File: src/sv/rgb565_bilinear_letterbox_scaler_macros.svh
// ----------------------------------------------------------------------------
// RGB565 bilinear letterbox scaler - assertion macros
// Shared concurrent check forms, clocked on i_clk, off while i_rst_n is low.
// ----------------------------------------------------------------------------
`ifndef RGB565_BILINEAR_LETTERBOX_SCALER_MACROS_SVH
`define RGB565_BILINEAR_LETTERBOX_SCALER_MACROS_SVH

// Same-cycle implication.
`define RBLS_ASSERT_SAME(label, ante, cons) \
    label: assert property (@(posedge i_clk) disable iff (!i_rst_n) (ante) |-> (cons)) \
        else $error("rbls same-cycle check failed");

// Next-cycle implication.
`define RBLS_ASSERT_NEXT(label, ante, cons) \
    label: assert property (@(posedge i_clk) disable iff (!i_rst_n) (ante) |=> (cons)) \
        else $error("rbls next-cycle check failed");

`endif

File: src/sv/rbls_pkg.sv
// ----------------------------------------------------------------------------
// rbls_pkg
// Types, sizes and constants shared by the scaler modules.
// ----------------------------------------------------------------------------
package rbls_pkg;

    localparam int SRC_MAX_W   = 256;
    localparam int SRC_MAX_H   = 256;
    localparam int PANEL_W     = 466;
    localparam int PANEL_H     = 466;
    localparam int FRAME_DEPTH = SRC_MAX_W * SRC_MAX_H;
    localparam int ADDR_W      = $clog2(FRAME_DEPTH);
    localparam int SX_W        = $clog2(SRC_MAX_W);
    localparam int SY_W        = $clog2(SRC_MAX_H);
    localparam int UX_W        = SX_W + 1;
    localparam int UY_W        = SY_W + 1;

    localparam int CFG_W     = 25;
    localparam int CFG_IDX_W = 3;
    localparam int STEP_W    = 25;
    localparam int POS_W     = 9 + STEP_W;
    localparam int INT_LSB   = 16;
    localparam int IP_W      = POS_W - INT_LSB;
    localparam int FRAC_LSB  = 11;
    localparam int FRAC_W    = INT_LSB - FRAC_LSB;
    localparam int BLEND_SHIFT = 10;
    localparam int H_W       = 22;
    localparam int V_W       = 28;
    localparam int Q_DEPTH   = 2;

    localparam logic [15:0]       MASK_RB    = 16'hF81F;
    localparam logic [15:0]       MASK_G     = 16'h07E0;
    localparam logic [FRAC_W:0]   WEIGHT_ONE = 6'd32;

    localparam logic OP_WRITE = 1'b0;
    localparam logic OP_READ  = 1'b1;

    typedef enum logic [CFG_IDX_W-1:0] {
        CFG_SOURCE_WIDTH  = 3'd0,
        CFG_SOURCE_HEIGHT = 3'd1,
        CFG_WINDOW_WIDTH  = 3'd2,
        CFG_WINDOW_HEIGHT = 3'd3,
        CFG_WINDOW_LEFT   = 3'd4,
        CFG_WINDOW_TOP    = 3'd5,
        CFG_STEP_X        = 3'd6,
        CFG_STEP_Y        = 3'd7
    } t_cfg_idx;

    typedef struct packed {
        logic        opcode;
        logic [8:0]  column;
        logic [8:0]  row;
        logic [15:0] pixel_in;
    } t_in_item;

    typedef struct packed {
        logic [15:0] pixel_out;
        logic        in_window;
    } t_out_item;

    typedef struct packed {
        logic [8:0]        source_width;
        logic [8:0]        source_height;
        logic [8:0]        window_width;
        logic [8:0]        window_height;
        logic [8:0]        window_left;
        logic [8:0]        window_top;
        logic [STEP_W-1:0] step_x;
        logic [STEP_W-1:0] step_y;
    } t_cfg;

    // Classified transaction: writes carry the saturated source index,
    // reads carry the offset inside the window.
    typedef struct packed {
        logic        opcode;
        logic        in_win;
        logic [8:0]  column;
        logic [8:0]  row;
        logic [15:0] pixel;
    } t_q_entry;

    typedef struct packed {
        logic full;
        logic empty;
    } t_q_stat;

    typedef struct packed {
        logic idle;
        logic ram_we;
    } t_back_stat;

endpackage

File: src/sv/rbls_front.sv
// ----------------------------------------------------------------------------
// rbls_front
// Accept input transactions, saturate indices and classify reads against
// the window.
// ----------------------------------------------------------------------------
module rbls_front (
    input  logic               i_valid,
    input  rbls_pkg::t_in_item i_item,
    input  rbls_pkg::t_cfg     i_cfg,
    input  rbls_pkg::t_q_stat  i_q_stat,
    output logic               o_stall,
    output logic               o_push,
    output rbls_pkg::t_q_entry o_entry
);
    import rbls_pkg::*;

    logic [8:0] w_wcol, w_wrow, w_pcol, w_prow, w_offx, w_offy;
    logic       w_inside;

    always_comb begin
        w_wcol = (32'(i_item.column) > SRC_MAX_W - 1) ? 9'(SRC_MAX_W - 1) : i_item.column;
        w_wrow = (32'(i_item.row) > SRC_MAX_H - 1) ? 9'(SRC_MAX_H - 1) : i_item.row;
        w_pcol = (32'(i_item.column) > PANEL_W - 1) ? 9'(PANEL_W - 1) : i_item.column;
        w_prow = (32'(i_item.row) > PANEL_H - 1) ? 9'(PANEL_H - 1) : i_item.row;
        w_offx = w_pcol - i_cfg.window_left;
        w_offy = w_prow - i_cfg.window_top;
        w_inside = (w_pcol >= i_cfg.window_left) && (w_offx < i_cfg.window_width) &&
                   (w_prow >= i_cfg.window_top) && (w_offy < i_cfg.window_height);

        o_entry.opcode = i_item.opcode;
        o_entry.pixel  = i_item.pixel_in;
        if (i_item.opcode == OP_WRITE) begin
            o_entry.in_win = 1'b0;
            o_entry.column = w_wcol;
            o_entry.row    = w_wrow;
        end else begin
            o_entry.in_win = w_inside;
            o_entry.column = w_offx;
            o_entry.row    = w_offy;
        end
    end

    assign o_stall = i_q_stat.full;
    assign o_push  = i_valid && !i_q_stat.full;
endmodule

File: config.mk
export PLATFORM = sky130hd
export DESIGN_NAME = rbls_front
export DESIGN_NICKNAME = d
export VERILOG_FILES = /design/src/sv/rgb565_bilinear_letterbox_scaler_macros.svh /design/src/sv/rbls_pkg.sv /design/src/sv/rbls_front.sv
export SDC_FILE = /design/constraint.sdc
export NUM_CORES = 1
export LEC_CHECK = 0
export BUFFER_PORTS_ARGS = -buffer_cell sky130_fd_sc_hd__buf_4
export CAP_MARGIN = 10
export CORE_MARGIN = 1
export CORE_UTILIZATION = 35
export DETAILED_ROUTE_END_ITERATION = 7
export PLACE_DENSITY = 0.87
export REMOVE_ABC_BUFFERS = 1
export SYNTH_ARGS = -nofsm -noshare
export SYNTH_HDL_FRONTEND = slang
export SYNTH_SLANG_ARGS = --single-unit
File: constraint.sdc
create_clock -name vclk -period 3.6
set_input_delay 0.18 -clock vclk [all_inputs]
set_output_delay 0.18 -clock vclk [all_outputs]
set_load 0.03 [all_outputs]
=== Word-level counts from Yosys, hierarchy flattened ===
Cells that the tools add are included.

* Bitwise operators: 0
* $lt $le $gt $ge: 8
* $add $sub $neg: 2
* Reduce and logical (&&, ||, !) cells: 5
* Equality and inequality tests: 0
* Divide/modulo/power cells: 0
* Muxes and demuxes: 5
* Multipliers: 0
* Shift-type cells: 0

{| class="wikitable"
|+ Operator list
! kind !! number
|-
| 9-bit 2-to-1 mux || 4
|-
| 19-bit 2-to-1 mux || 1
|-
| 9-bit >= comparator || 2
|-
| 9-bit by 8-bit greater-than comparator with 1-bit output (second input constant) || 2
|-
| 9-bit greater-than comparator (second input constant) || 2
|-
| 9-bit less-than comparator || 2
|-
| 9-bit subtractor || 2
|-
| 1-bit logical AND || 4
|-
| 1-bit zero test || 1
|}

* Register bits after elaboration: 0
* Bits of input ports: 142
* Memory bits (read-only): 0
* Latch bits: 0
* Bits in writable memories: 0
* Memories kept: 0

=== Longest topological paths before layout ===
* Depth after elaboration: 8
* Gate-level depth with buffers: 17

=== Worst setup path after synthesis ===
No wires, ideal clock.

* Kind: input port to output port
* From: input i_item[27] in the netlist's numbering
* To: output o_entry[34] in the netlist's numbering
* Arrival time: 3930 ps
* Required time: 3420 ps
* Stages on the path: 17
* Setup slack: -510 ps
* Path through: o31a_1 o2111ai_1 nor2b_1 ha_1 inv_1 fa_1 nand3_1 a21boi_1 o21a_1 or3_1 and2_1 ha_1 a211oi_1 nor2_1 a2111oi_4 o21ai_1 a2111oi_2

{| class="wikitable"
|+ RTL lines
! what !! RTL line !! RTL
|-
| start, declared || rbls_front.sv:8 || <nowiki>input rbls_pkg::t_in_item i_item,</nowiki>
|-
| end, declared || rbls_front.sv:13 || <nowiki>output rbls_pkg::t_q_entry o_entry</nowiki>
|}

==> key figures <==
Outcome
  • Status: finished, violations left
  • Violated checks: setup timing

Floorplanning
  • Initial Util: 37.0%
  • Row Count: 26
  • DIE WIDTH: 75.9 um
  • Core ar.: 5170 um^2
  • Top-Level Pins: 180
  • Die height: 75.9 um
  • Die area: 5770 um^2

Finish
  • Nets@finish: 549
  • Clk_buf instances: 0
  • Seq_cells: 0
  • Layout area overhead: 47.2%
  • Layout cells sized above 1: 40.1%
  • Diode count: 0
  • Register area: 0 um^2
  • Fin util: 54.5%

Setup path
  • Arrival time worst endpoint: 3720 ps
  • Setup crit end kind: output port
  • CP max FO: 2
  • Worst Setup SP: i_item[26]
  • Critical Path RT: 3420 ps
  • Worst setup SP type: input pin
  • Worst Path Class, Setup: input pin to output port

Power
  • Cell area power density: 218 nW/um^2
  • Leak: 1.44 nW
  • VDD IR max: 0.104 mV
  • Final Power: 0.615 mW

Place
  • GPL Wtd Cong: 0.881
  • Pre-CTS WS: -627 ps
  • Hpwl dp: 5440 um
  • Port buffer count: 79

Global route
  • Tot GR Track Use: 21.4%
  • Largest net degree at the start of global routing: 23
  • First-pass GRT wire length: 10,300 um
  • Met1 Use GR: 27.5%
  • Met3 usage: 2.05%
  • Initial antenna violation count: 0
  • Vias in the first global route: 2,218
  • GR Overflow Total: 0
  • Gr busiest metal: met2
  • Met2 Use GR: 37.5%

Synth
  • Synth area leaders: ha_1 (24%), inv_1 (8.0%), buf_4 (7.5%)
  • Fraction of the yosys area taken by sequential cells: 0%
  • Syn. warnings: 0
  • Area share of the largest cell type after synthesis: 23.5%
  • Mapped cell area: 1910 um^2
  • Avg Inst Size Synth: 6.78 um^2
  • Cell variety after synth: 44
  • Cells after Synth: 282
  • Synth area leader: ha_1

Timing
  • Minimum clock period: 3900 ps
  • Final setup viols: 1
  • Rel. slew slack: 59.1%
  • Slew Limit Fails: 0
  • Worst hold slack: 360 ps
  • RSZ-0062 raised after global routing: yes
  • Hold Vio Cnt, Final: 0
  • Max Fclk: 256 MHz
  • Fin crit share: 108%
  • Post-layout worst setup margin: -302 ps
  • Total Neg Setup Slack: -302 ps
  • Least-Margin Pin Slew: 605 ps

Run
  • Max capacitance violation total: 0

Routing
  • DRT Pass-1 Iters: 4
  • DRC Markers: 0
  • Final ANT Viol Nets: 0
  • DR vias: 2,312
  • Vias/cell: 5.29
  • Initial drt markers: 96
  • Final WL: 6590 um
  • Drt wl/cell: 15.1 um

Hold path
  • HP Class: input pin to output port
  • Hold Crit Start: i_item[4]

Clock tree
  • CTS Hold Bufs: 0
worst max-delay path, cell delays in order:
cell and delay [ps]:
buf_4 110, o31a_1 280, o2111ai_2 220, nor2b_2 180, ha_2 190, inv_2 40, fa_2 390, nand3_2 80
a21boi_2 50, o21a_1 210, or3_4 340, and2_4 180, ha_4 220, and4_4 160, a2111oi_4 360, o21ai_2 120
a2111oi_4 200, buf_4 210
cells by family after synthesis:
| group | share of synthesized area, % |
|---|---|
| fa+ha+maj | 25.6 |
| buf+inv | 18.4 |
| simple gates | 23.0 |
| compound gates | 26.4 |
| mux | 1.57 |
| xor+xnor | 5.04 |
what timing repair did:
action | in CTS | in global routing
gates cloned | 0 | 0
setup endpoints to repair | 1 | 1
pin swaps | 3 | 14
setup buffers | 0 | 2
resized for setup | 11 | 18
cell usage in the layout, fill, tap and decap left out, drive strengths merged, types with 3 or more instances in the layout:
master,synthesis,final
a21oi,19,19
a31oi,4,4
xor2,6,6
nand2b,3,3
xnor2,5,5
nor3,8,8
buf,22,117
nand2,15,15
ha,36,36
nor2b,9,9
o21a,8,8
o21ai,15,15
o2111ai,3,3
nand4,4,4
a211oi,3,3
inv,42,42
nor2,20,20
or3,4,4
a21o,3,3
o22a,4,4
o31a,4,4
mux2i,3,3
and2,12,12
power by group:
group	switching, mW	leakage (nW)	internal [mW]
combinational	0.326	1.44	0.290
sequential	0	0	0
clock	0	0	0
total	0.326	1.44	0.290
routing by layer:
layer  share of wire, %  vias to the layer above
met5                  0                        -
met4                3.3                        0
met3                6.6                       22
met2                 47                      113
met1                 43                     1055
li1                   -                     1122
worst paths after layout:
path,slack (ps),depth (start not counted),end
setup / recovery,-300,18,o_entry[34]
hold / removal,360,0,o_entry[4]
synth_stat cells, types with 5 or more instances:
cell type and number:
clkbuf_1 10, nor2_1 20, nand2_1 15, nor3_1 8, nor2b_1 9, and2_1 12
inv_1 41, xnor2_1 5, a21oi_1 18, xor2_1 6, o21a_1 8, buf_4 19
ha_1 36, o21ai_1 11
final cells by class:
class                      count  area (um^2)
inverter                      42          158
fill                         497         2360
timing repair buffer         117          886
tap                           70         87.6
multi-input combinational    208         1690
through the flow:
step                      instances  area (um^2)
after floorplan                 250         1720
after global routing            437         2820
after global placement          435         2670
final                           437         2820
after CTS                       435         2730
after detailed placement        435         2670
No activity file was read; power rests on OpenSTA's default activity.
