$ cat src/sv/rgb565_bilinear_letterbox_scaler_macros.svh
// ----------------------------------------------------------------------------
// RGB565 bilinear letterbox scaler - assertion macros
// Shared concurrent check forms, clocked on i_clk, off while i_rst_n is low.
// ----------------------------------------------------------------------------
`ifndef RGB565_BILINEAR_LETTERBOX_SCALER_MACROS_SVH
`define RGB565_BILINEAR_LETTERBOX_SCALER_MACROS_SVH

// Same-cycle implication.
`define RBLS_ASSERT_SAME(label, ante, cons) \
    label: assert property (@(posedge i_clk) disable iff (!i_rst_n) (ante) |-> (cons)) \
        else $error("rbls same-cycle check failed");

// Next-cycle implication.
`define RBLS_ASSERT_NEXT(label, ante, cons) \
    label: assert property (@(posedge i_clk) disable iff (!i_rst_n) (ante) |=> (cons)) \
        else $error("rbls next-cycle check failed");

`endif

$ cat src/sv/rbls_pkg.sv
// ----------------------------------------------------------------------------
// rbls_pkg
// Types, sizes and constants shared by the scaler modules.
// ----------------------------------------------------------------------------
package rbls_pkg;

    localparam int SRC_MAX_W   = 256;
    localparam int SRC_MAX_H   = 256;
    localparam int PANEL_W     = 466;
    localparam int PANEL_H     = 466;
    localparam int FRAME_DEPTH = SRC_MAX_W * SRC_MAX_H;
    localparam int ADDR_W      = $clog2(FRAME_DEPTH);
    localparam int SX_W        = $clog2(SRC_MAX_W);
    localparam int SY_W        = $clog2(SRC_MAX_H);
    localparam int UX_W        = SX_W + 1;
    localparam int UY_W        = SY_W + 1;

    localparam int CFG_W     = 25;
    localparam int CFG_IDX_W = 3;
    localparam int STEP_W    = 25;
    localparam int POS_W     = 9 + STEP_W;
    localparam int INT_LSB   = 16;
    localparam int IP_W      = POS_W - INT_LSB;
    localparam int FRAC_LSB  = 11;
    localparam int FRAC_W    = INT_LSB - FRAC_LSB;
    localparam int BLEND_SHIFT = 10;
    localparam int H_W       = 22;
    localparam int V_W       = 28;
    localparam int Q_DEPTH   = 2;

    localparam logic [15:0]       MASK_RB    = 16'hF81F;
    localparam logic [15:0]       MASK_G     = 16'h07E0;
    localparam logic [FRAC_W:0]   WEIGHT_ONE = 6'd32;

    localparam logic OP_WRITE = 1'b0;
    localparam logic OP_READ  = 1'b1;

    typedef enum logic [CFG_IDX_W-1:0] {
        CFG_SOURCE_WIDTH  = 3'd0,
        CFG_SOURCE_HEIGHT = 3'd1,
        CFG_WINDOW_WIDTH  = 3'd2,
        CFG_WINDOW_HEIGHT = 3'd3,
        CFG_WINDOW_LEFT   = 3'd4,
        CFG_WINDOW_TOP    = 3'd5,
        CFG_STEP_X        = 3'd6,
        CFG_STEP_Y        = 3'd7
    } t_cfg_idx;

    typedef struct packed {
        logic        opcode;
        logic [8:0]  column;
        logic [8:0]  row;
        logic [15:0] pixel_in;
    } t_in_item;

    typedef struct packed {
        logic [15:0] pixel_out;
        logic        in_window;
    } t_out_item;

    typedef struct packed {
        logic [8:0]        source_width;
        logic [8:0]        source_height;
        logic [8:0]        window_width;
        logic [8:0]        window_height;
        logic [8:0]        window_left;
        logic [8:0]        window_top;
        logic [STEP_W-1:0] step_x;
        logic [STEP_W-1:0] step_y;
    } t_cfg;

    // Classified transaction: writes carry the saturated source index,
    // reads carry the offset inside the window.
    typedef struct packed {
        logic        opcode;
        logic        in_win;
        logic [8:0]  column;
        logic [8:0]  row;
        logic [15:0] pixel;
    } t_q_entry;

    typedef struct packed {
        logic full;
        logic empty;
    } t_q_stat;

    typedef struct packed {
        logic idle;
        logic ram_we;
    } t_back_stat;

endpackage

$ cat src/sv/rbls_fifo.sv
// ----------------------------------------------------------------------------
// rbls_fifo
// Short queue between the classifier and the execution back end.
// ----------------------------------------------------------------------------
module rbls_fifo (
    input  logic               i_clk,
    input  logic               i_rst_n,
    input  logic               i_push,
    input  rbls_pkg::t_q_entry i_entry,
    input  logic               i_pop,
    output rbls_pkg::t_q_entry o_head,
    output rbls_pkg::t_q_stat  o_stat
);
    import rbls_pkg::*;

    localparam int PTR_W = $clog2(Q_DEPTH);
    localparam int CNT_W = $clog2(Q_DEPTH + 1);

    t_q_entry           r_mem [Q_DEPTH];
    logic [PTR_W-1:0]   r_wr, r_rd;
    logic [CNT_W-1:0]   r_cnt;

    always_ff @(posedge i_clk) begin
        if (!i_rst_n) begin
            r_wr  <= '0;
            r_rd  <= '0;
            r_cnt <= '0;
        end else begin
            if (i_push) begin
                r_wr <= (32'(r_wr) == Q_DEPTH - 1) ? '0 : r_wr + PTR_W'(1);
            end
            if (i_pop) begin
                r_rd <= (32'(r_rd) == Q_DEPTH - 1) ? '0 : r_rd + PTR_W'(1);
            end
            if (i_push && !i_pop) begin
                r_cnt <= r_cnt + CNT_W'(1);
            end else if (i_pop && !i_push) begin
                r_cnt <= r_cnt - CNT_W'(1);
            end
        end
    end

    always_ff @(posedge i_clk) begin
        if (i_push) begin
            r_mem[r_wr] <= i_entry;
        end
    end

    assign o_head       = r_mem[r_rd];
    assign o_stat.full  = (32'(r_cnt) == Q_DEPTH);
    assign o_stat.empty = (r_cnt == '0);
endmodule

$ cat config.mk
export PLATFORM = sky130hd
export DESIGN_NAME = rbls_fifo
export DESIGN_NICKNAME = d
export VERILOG_FILES = /design/src/sv/rgb565_bilinear_letterbox_scaler_macros.svh /design/src/sv/rbls_pkg.sv /design/src/sv/rbls_fifo.sv
export SDC_FILE = /design/constraint.sdc
export NUM_CORES = 1
export LEC_CHECK = 0
export BUFFER_PORTS_ARGS = -buffer_cell sky130_fd_sc_hd__buf_2
export CELL_PAD_IN_SITES_DETAIL_PLACEMENT = 0
export CELL_PAD_IN_SITES_GLOBAL_PLACEMENT = 1
export CORE_MARGIN = 2
export CORE_UTILIZATION = 25
export DETAILED_ROUTE_END_ITERATION = 7
export GPL_TIMING_DRIVEN = 0
export HOLD_SLACK_MARGIN = 0.12
export PLACE_DENSITY = 0.61
export SETUP_SLACK_MARGIN = 0.05
export SLEW_MARGIN = 25
export SYNTH_ARGS = -nofsm -noshare
export SYNTH_HDL_FRONTEND = slang
export SYNTH_SLANG_ARGS = --single-unit
$ cat constraint.sdc
create_clock -name i_clk -period 2.71 [get_ports i_clk]
set_input_delay 0.6775 -clock i_clk [delete_from_list [all_inputs] [get_ports i_clk]]
set_output_delay 0.6775 -clock i_clk [all_outputs]
set_load 0.02 [all_outputs]
# Word level (Yosys, flattened, before mapping)
# Memories as Yosys holds them, arrays and structs flattened. A register that Yosys moved wholly into a read port is not among the register bits.
# Cells that the tools add are included.
# Widths: inputs -> output; s select.
word_totals:
  regBits: 4
  latchBits: 0
  mem_bits_rw: 72
  mem_bits_ro: 0
  inputBits: 40
  out_inout_bits: 38
  word_cells: 23
  mem_count: 1
op_classes:
  add_sub_neg: 4
  mul: 0
  div: 0
  n_lt_le_gt_ge: 0
  eq_ne: 1
  shifts: 0
  n_mux: 8
  bitwise: 0
  reduce_logical: 6
memory_table:
  columns: ["name", "words", "word_bits", "read_ports", "rd_ports_with_merged_regs", "wr", "line", "rtl"]
  rows:
  - ["r_mem", 2, 36, 1, 1, 1, "rbls_fifo.sv:19", "t_q_entry r_mem [Q_DEPTH];"]
ops:
  columns: ["cell", "n"]
  rows:
  - ["$mux 1", 6]
  - ["$mux 2", 2]
  - ["$add 1x1->1 const B", 2]
  - ["$add 2x1->2 const B", 1]
  - ["$eq 2x2->1 const B", 1]
  - ["$logic_and 1x1->1", 2]
  - ["$logic_not 1->1", 2]
  - ["$logic_not 2->1", 1]
  - ["$reduce_bool 2->1", 1]
  - ["$sub 2x1->2 const B", 1]

# Depth between registers and ports, before layout
# Gate-level depths: netlist of the first run.
depth:
  word_depth: 4
  depth_mapped: 5
  mapped_depth_nobuf: 5

# Worst setup path after synthesis of the first run
# OpenSTA, ideal clock, no wires.
synth_timing:
  kind: "input to register"
  startpoint: "input i_push"
  endpoint: "memory r_mem[0][0] (netlist bit) (enable)"
  setup_ps: 435
  arrival_time_ps: 2327
  required_time_ps: 2275
  setup_slack_ps: -52
  cell_stages: 1
  n_path_buf: 0
  cell_sequence: "nor2b_1"
synth_via:
  elab_chain_len: 2
synth_rtl:
  columns: ["element", "line", "rtl"]
  rows:
  - ["start: declaration", "rbls_fifo.sv:8", "input logic i_push,"]
  - ["$mux 1", "rbls_fifo.sv:44", "if (i_push) begin"]
  - ["$mux 1 (not written as such)", "rbls_fifo.sv:45", "r_mem[r_wr] <= i_entry;"]
  - ["end: declaration", "rbls_fifo.sv:19", null]
# No other way between the ends.

==> impl_metrics.toml, run 1 <==
[synthesis]
ys_top_cells_by_area = "edfxtp_1, mux2_2, dfxtp_1"
syn_nets = 175
yosys_warnings = 0
avgSynthCellArea_um2 = 21.1
syn_area_um2 = 2830
synth.top_cell.area_share_pct = 76.5
seq_area_frac_synth_pct = 80.1
syn_inst = 134
ys_ff_latch = 77
synthDistinctLibCells = 17
yosysTopAreaCell = "edfxtp_1"

[sta]
timing.fmax_mhz = 439
max_slew_margin_pct = 58.5
fin_crit_sh_pct = 84.0
rsz0062_at_grt = "false"
hold_violations = 0
min_period_ps = 2280
slew_violations = 0
setup_viol = 0
clock_skew_ps = 4.15
tightest_slew_ps = 622

[clock_tree]
cts_tree = "built"
cts_buffers = 9
post_cts_buffers = 0
postCtsHoldBufs = 0
cts-root-buf = "clkbuf_16"
clockBufferDepth = 2
clk_latency_ps = 320
clk_pin_slew_ps = 60
htreeDepth = 3
cts_resized = 0
clkSinkCount = 77

[route]
drt-initial-drc-count = 29
wl_per_cell_um = 13.9
detail_route.vias_per_cell = 4.01
drc_errors = 0
wl_um = 5120
drtAntennaViolNets = 0
firstDrtPassIters = 3
vias = 1475

[worst_setup_path]
cp_data_arrival_time_ps = 1600
r2r_start = "r_wr"
critical_path.max_stage_delay_ps = 350
crit_chain = "buf_2 -> buf_6 -> mux2_2 -> buf_2"
crit_required_ps = 2030
path_class = "reg -> out"
end_kind = "output pin"
worst_setup_path_start_kind = "register"
cp_max_fo = 10
crit_slowest_cell = "mux2_2"
cp_common_cell = "buf_2"

[die]
rows = 38
die-area_um2 = 12200
io_pins = 78
die_w_um = 110
die_h_um = 110
core_area_um2 = 10900
initial_utilization_pct = 25.8

[global_routing]
antenna_found_initial = 0
overflow = 0
grt_max_degree = 21
grt_pass1_wl_um = 7590
grt_use_total_pct = 8.89
grt_pass1_vias = 1487

[cells_and_area]
layout-drive-gt1-share_pct = 58.3
area_growth_pct = 31.0
post-route-util_pct = 33.8
multi_input_area_um2 = 529
layout_common_cells = "buf_2, edfxtp_1, mux2_2, clkbuf_16, dfxtp_1"
n_fill_cell = 1105
diodes = 0
fin_nets = 265
seq_area_um2 = 2260
layout_commonest_cell = "buf_2"
final_cell_area_um2 = 3700

[power]
leakage_uw = 0.00139
clock_power_share_pct = 37.2
ir_worst_vdd_mv = 0.235
power_density_nw_per_um2 = 744
internal-power_uw = 2130
p_sw_share_pct = 22.6
power_frac_seq_pct = 50.4
pwr-share-comb_pct = 12.3
switchingPower_uw = 623

[status]
status = "finished clean"

[hold_path]
hold_path_class = "reg -> reg"
hp-start = "r_cnt[1]"

[placed_design]
place_area_um2 = 3450
hpwl_um = 3480
port_buffers = 77
routabilityCongestion = 0.644

[flow_run]
maxCapViolations = 0
==> flip-flops by register name, summed over array words and instances (netlist names), named ones only <==
name   count
r_wr       1
r_cnt      2
r_mem     72
r_rd       1
==> worst paths after layout <==
path | end | cells past startpoint | slack [ps]
worst min-delay path | r_cnt[1] | 2 | 500
worst max register to register | r_mem[1][17] | 2 | 1280
worst max-delay path | o_head[9] | 4 | 430
worst min register to register | r_cnt[1] | 2 | 500
==> area by class of cell <==
cell class                 count  share of cell area, %
tap                          140                   4.73
clock inverter                 3                  0.372
multi-input combinational     52                   14.3
buffer                         4                   1.05
timing repair buffer          79                   11.9
clock buffer                  12                   6.39
inverter                       1                  0.101
sequential                    77                   61.1
==> synthesized netlist by cell type, drive strengths merged <==
cell,number
dfxtp,5
xor2,2
nor2b,2
o21a,1
ha,1
buf,4
or3,1
inv,1
and2b,1
and2,4
mux2,36
o21ai,1
a21boi,1
nor2,1
edfxtp,72
xnor2,1
==> power by group through the flow <==
stage / clock, uW / combinational (uW) / sequential (uW)
after floorplan: 0 / 215 / 1410
after global placement: 0 / 331 / 1410
after detailed placement: 0 / 349 / 1410
after CTS: 1070 / 351 / 1390
after global routing: 1120 / 369 / 1390
final: 1030 / 339 / 1390
==> critical path: cells and delay by family, from the launching register on <==
family,cells,cell delay [ps]
DFF,1,300
buffers and inverters,3,630
muxes,1,350
==> cell families after synthesis <==
family          share of synthesized area, %
xor+xnor                               0.930
flops                                   80.1
fa+ha+maj                              0.443
mux                                     14.3
compound gates                         0.709
buf+inv                                 1.51
simple gates                            1.99
==> routing by layer <==
layer	wire length, um	GRT usage, %
met3	315	3.53
met2	2600	14.3
met1	2090	10.0
met4	110	5.09
met5	0	0
==> metrics by stage <==
step	hold slack (ps)	instances	worst slack (ps)	setup TNS (ps)	total power (uW)
3_3_place_gp	477	351	-177	-6340	1740
6_report	504	368	433	0	2750
2_1_floorplan	466	134	631	0	1620
3_5_place_dp	497	353	740	0	1760
5_1_grt	524	368	331	0	2880
4_1_cts	505	368	370	0	2810
Power figures use the tool's default switching activity.
==> inputs of run 2 (changes only) <==
--- a/config.mk
+++ b/config.mk
@@ -5,6 +5,7 @@
 export SDC_FILE = /design/constraint.sdc
 export NUM_CORES = 1
 export LEC_CHECK = 0
+export ABC_AREA = 1
 export BUFFER_PORTS_ARGS = -buffer_cell sky130_fd_sc_hd__buf_2
 export CELL_PAD_IN_SITES_DETAIL_PLACEMENT = 0
 export CELL_PAD_IN_SITES_GLOBAL_PLACEMENT = 1
@@ -13,7 +14,7 @@
 export DETAILED_ROUTE_END_ITERATION = 7
 export GPL_TIMING_DRIVEN = 0
 export HOLD_SLACK_MARGIN = 0.12
-export PLACE_DENSITY = 0.61
+export PLACE_DENSITY = 0.59
 export SETUP_SLACK_MARGIN = 0.05
 export SLEW_MARGIN = 25
 export SYNTH_ARGS = -nofsm -noshare
==> constraint.sdc (replaced) <==
create_clock -name i_clk -period 2.2 [get_ports i_clk]
set_input_delay 0.55 -clock i_clk [delete_from_list [all_inputs] [get_ports i_clk]]
set_output_delay 0.55 -clock i_clk [all_outputs]
set_load 0.02 [all_outputs]
==> run 2 against run 1 <==
Compared with the run above: the run now ends with design-rule violations left; sequential power is 23% higher; worst hold slack worse by 96 ps; global-route usage decreased by 0.92 points; synthesized cell count up 9.7%; core utilization up 0.15 points; synthesized area is 5.4% higher; cell count is 4.6% higher; largest power group unchanged; clock-buffer cell count down 1; sequential cell count stayed put; critical path depth stayed put; first-iteration DRC count rose by 41%; non-clock buffer count unchanged.
==> impl_metrics.toml, run 2 <==
[sta]
slew_violations = 0
hold_violations = 0
max_slew_margin_pct = 57.3
fin_crit_sh_pct = 91.7
min_period_ps = 2020
setup_slack_ps = 183
timing.fmax_mhz = 496
whs_ps = 409
finalSetupTns_ps = 0
tightest_slew_ps = 638
rsz0062_at_grt = "false"
setup_viol = 0
clock_skew_ps = 6.44

[global_routing]
overflow = 0
antenna_found_initial = 0
grt_pass1_vias = 1543
grt_use_total_pct = 7.97
grt_pass1_wl_um = 7590
grt_max_degree = 20

[worst_setup_path]
cp_data_arrival_time_ps = 1470
cp_max_fo = 10
end_kind = "output pin"
r2r_setup_slack_ps = 790
crit_required_ps = 1650
path_class = "reg -> out"
worst_setup_path_start_kind = "register"

[synthesis]
syn_nets = 188
ys_top_cells_by_area = "edfxtp_1, mux2_4, dfxtp_1"
synth-simple-area-share_pct = 2.52
seq_area_frac_synth_pct = 75.9
yosys_warnings = 0
synthMostInstantiatedCell = "edfxtp_1"
synth_compound_area_share_pct = 0.336
synth_edf_count = 72
avgSynthCellArea_um2 = 20.3
ys_ff_latch = 77
yosysTopAreaCell = "edfxtp_1"
synthTopCellsByCount = "edfxtp_1, mux2_4, nor2_1"
synth.top_cell.area_share_pct = 72.6
synthAdderAreaFrac_pct = 0.420
synth_top_family_by_area = "multiplexers"
synth_ff_type = "edfxtp_1"
async_reset_ff_share_pct = 0
syn_inst = 147
synth-xor-area-share_pct = 0
synthDistinctLibCells = 14
syn_area_um2 = 2980
synthMuxAreaShare_pct = 17.4

[power]
leakage_uw = 0.00156
total_power_uw = 3650
ir_worst_vdd_mv = 0.408
power_density_nw_per_um2 = 932

[route]
detail_route.vias_per_cell = 3.91
vias = 1504
drt-initial-drc-count = 41
wl_per_cell_um = 12.9
wl_um = 4970
drc_errors = 8
drtAntennaViolNets = 0
firstDrtPassIters = 7

[placed_design]
routabilityCongestion = 0.664
post-place-ws_ps = 357
port_buffers = 77
hpwl_um = 3490

[cells_and_area]
fin_nets = 278
largest_reg_flops = 72
area_growth_pct = 31.4
multi_input_area_um2 = 623
top_register = "r_mem"
layout-drive-gt1-share_pct = 55.0
n_fill_cell = 1115
layout_commonest_cell = "buf_2"
diodes = 0
post-route-util_pct = 34.0
layout_common_cells = "buf_2, edfxtp_1, mux2_4, clkbuf_16"
seq_area_um2 = 2260
top_regs = "r_mem: 72 flops, r_cnt: 2 flops"

[clock_tree]
clockBufferDepth = 2
cts_tree = "built"
clk_latency_ps = 320
cts_resized = 0
clkSinkCount = 77
post_cts_buffers = 0
postCtsHoldBufs = 0
cts-root-buf = "clkbuf_16"
cts_buffers = 9
clk_pin_slew_ps = 60
htreeDepth = 3

[flow_run]
maxCapViolations = 0

[die]
die_w_um = 113
die-area_um2 = 12800
core_area_um2 = 11500
initial_utilization_pct = 25.9
rows = 39
io_pins = 78
die_h_um = 113

[status]
violations = "design-rule violations"
status = "finished with violations"

[hold_path]
hold_path_class = "in -> reg"
-- run 2: cell types whose count changed after synthesis, moves of 2 or more --
cell	delta
nor2_1	+8
buf_6	-2
nand2_1	+8
and2_1	-4
inv_1	+7
xor2_1	-2
buf_12	+3
mux2_4	+30
nor2b_1	-2
mux2_2	-30
-- run 2: layout make-up --
| class | instances | share of cell area (%) |
|---|---|---|
| plain buffers | 4 | 1.82 |
| clock buffers | 11 | 5.95 |
| clock inverters | 5 | 1.92 |
| inverters | 8 | 0.767 |
| multi-input cells | 58 | 15.9 |
| flip-flops and latches | 77 | 57.8 |
| well taps | 143 | 4.57 |
| repair buffers | 79 | 11.3 |
-- run 2: final timing paths --
path | to | cells after the start | from
worst min-delay path | r_mem[1][15] | 1 | i_entry[15]
worst max-delay path | o_head[7] | 4 | register
worst max register to register | r_mem[0][28] | 2 | r_wr
worst min register to register | register | 2 | r_rd
-- run 2: cell families (layout without fill, tap and decap cells) --
logic type,after synthesis,in the layout
DFF,77,77
muxes,36,36
and+or+nand+nor,19,19
adders and majority gates,1,1
AOI/OAI and AO/OA,2,2
buffers and inverters,12,107
-- run 2: worst max-delay path, stage by stage (launching register included) --
cell and delay [ps]:
dfxtp_1 320, buf_6 170, buf_12 170, mux2_4 310
buf_2 170
-- run 2: power by group --
group          total [uW]  switching (uW)  internal [uW]  leakage, uW
registers            1710            21.0           1690     0.000717
clock network        1510             529            985     0.000145
logic                 420             224            196     0.000701
total                3650             774           2870      0.00156
-- run 2: metal layers --
| metal | vias to the layer above | track usage, % | wire, um |
|---|---|---|---|
| met5 | - | 0 | 0 |
| met4 | 0 | 5.37 | 99 |
| met3 | 8 | 2.46 | 339 |
| met2 | 52 | 12.3 | 2280 |
| met1 | 712 | 9.60 | 2250 |
| li1 | 732 | - | - |
-- run 2: through the flow --
stage,area [um2],instances
3_5_place_dp,3610,369
2_1_floorplan,2980,147
6_report,3910,385
4_1_cts,3910,385
5_1_grt,3910,385
3_3_place_gp,3550,367
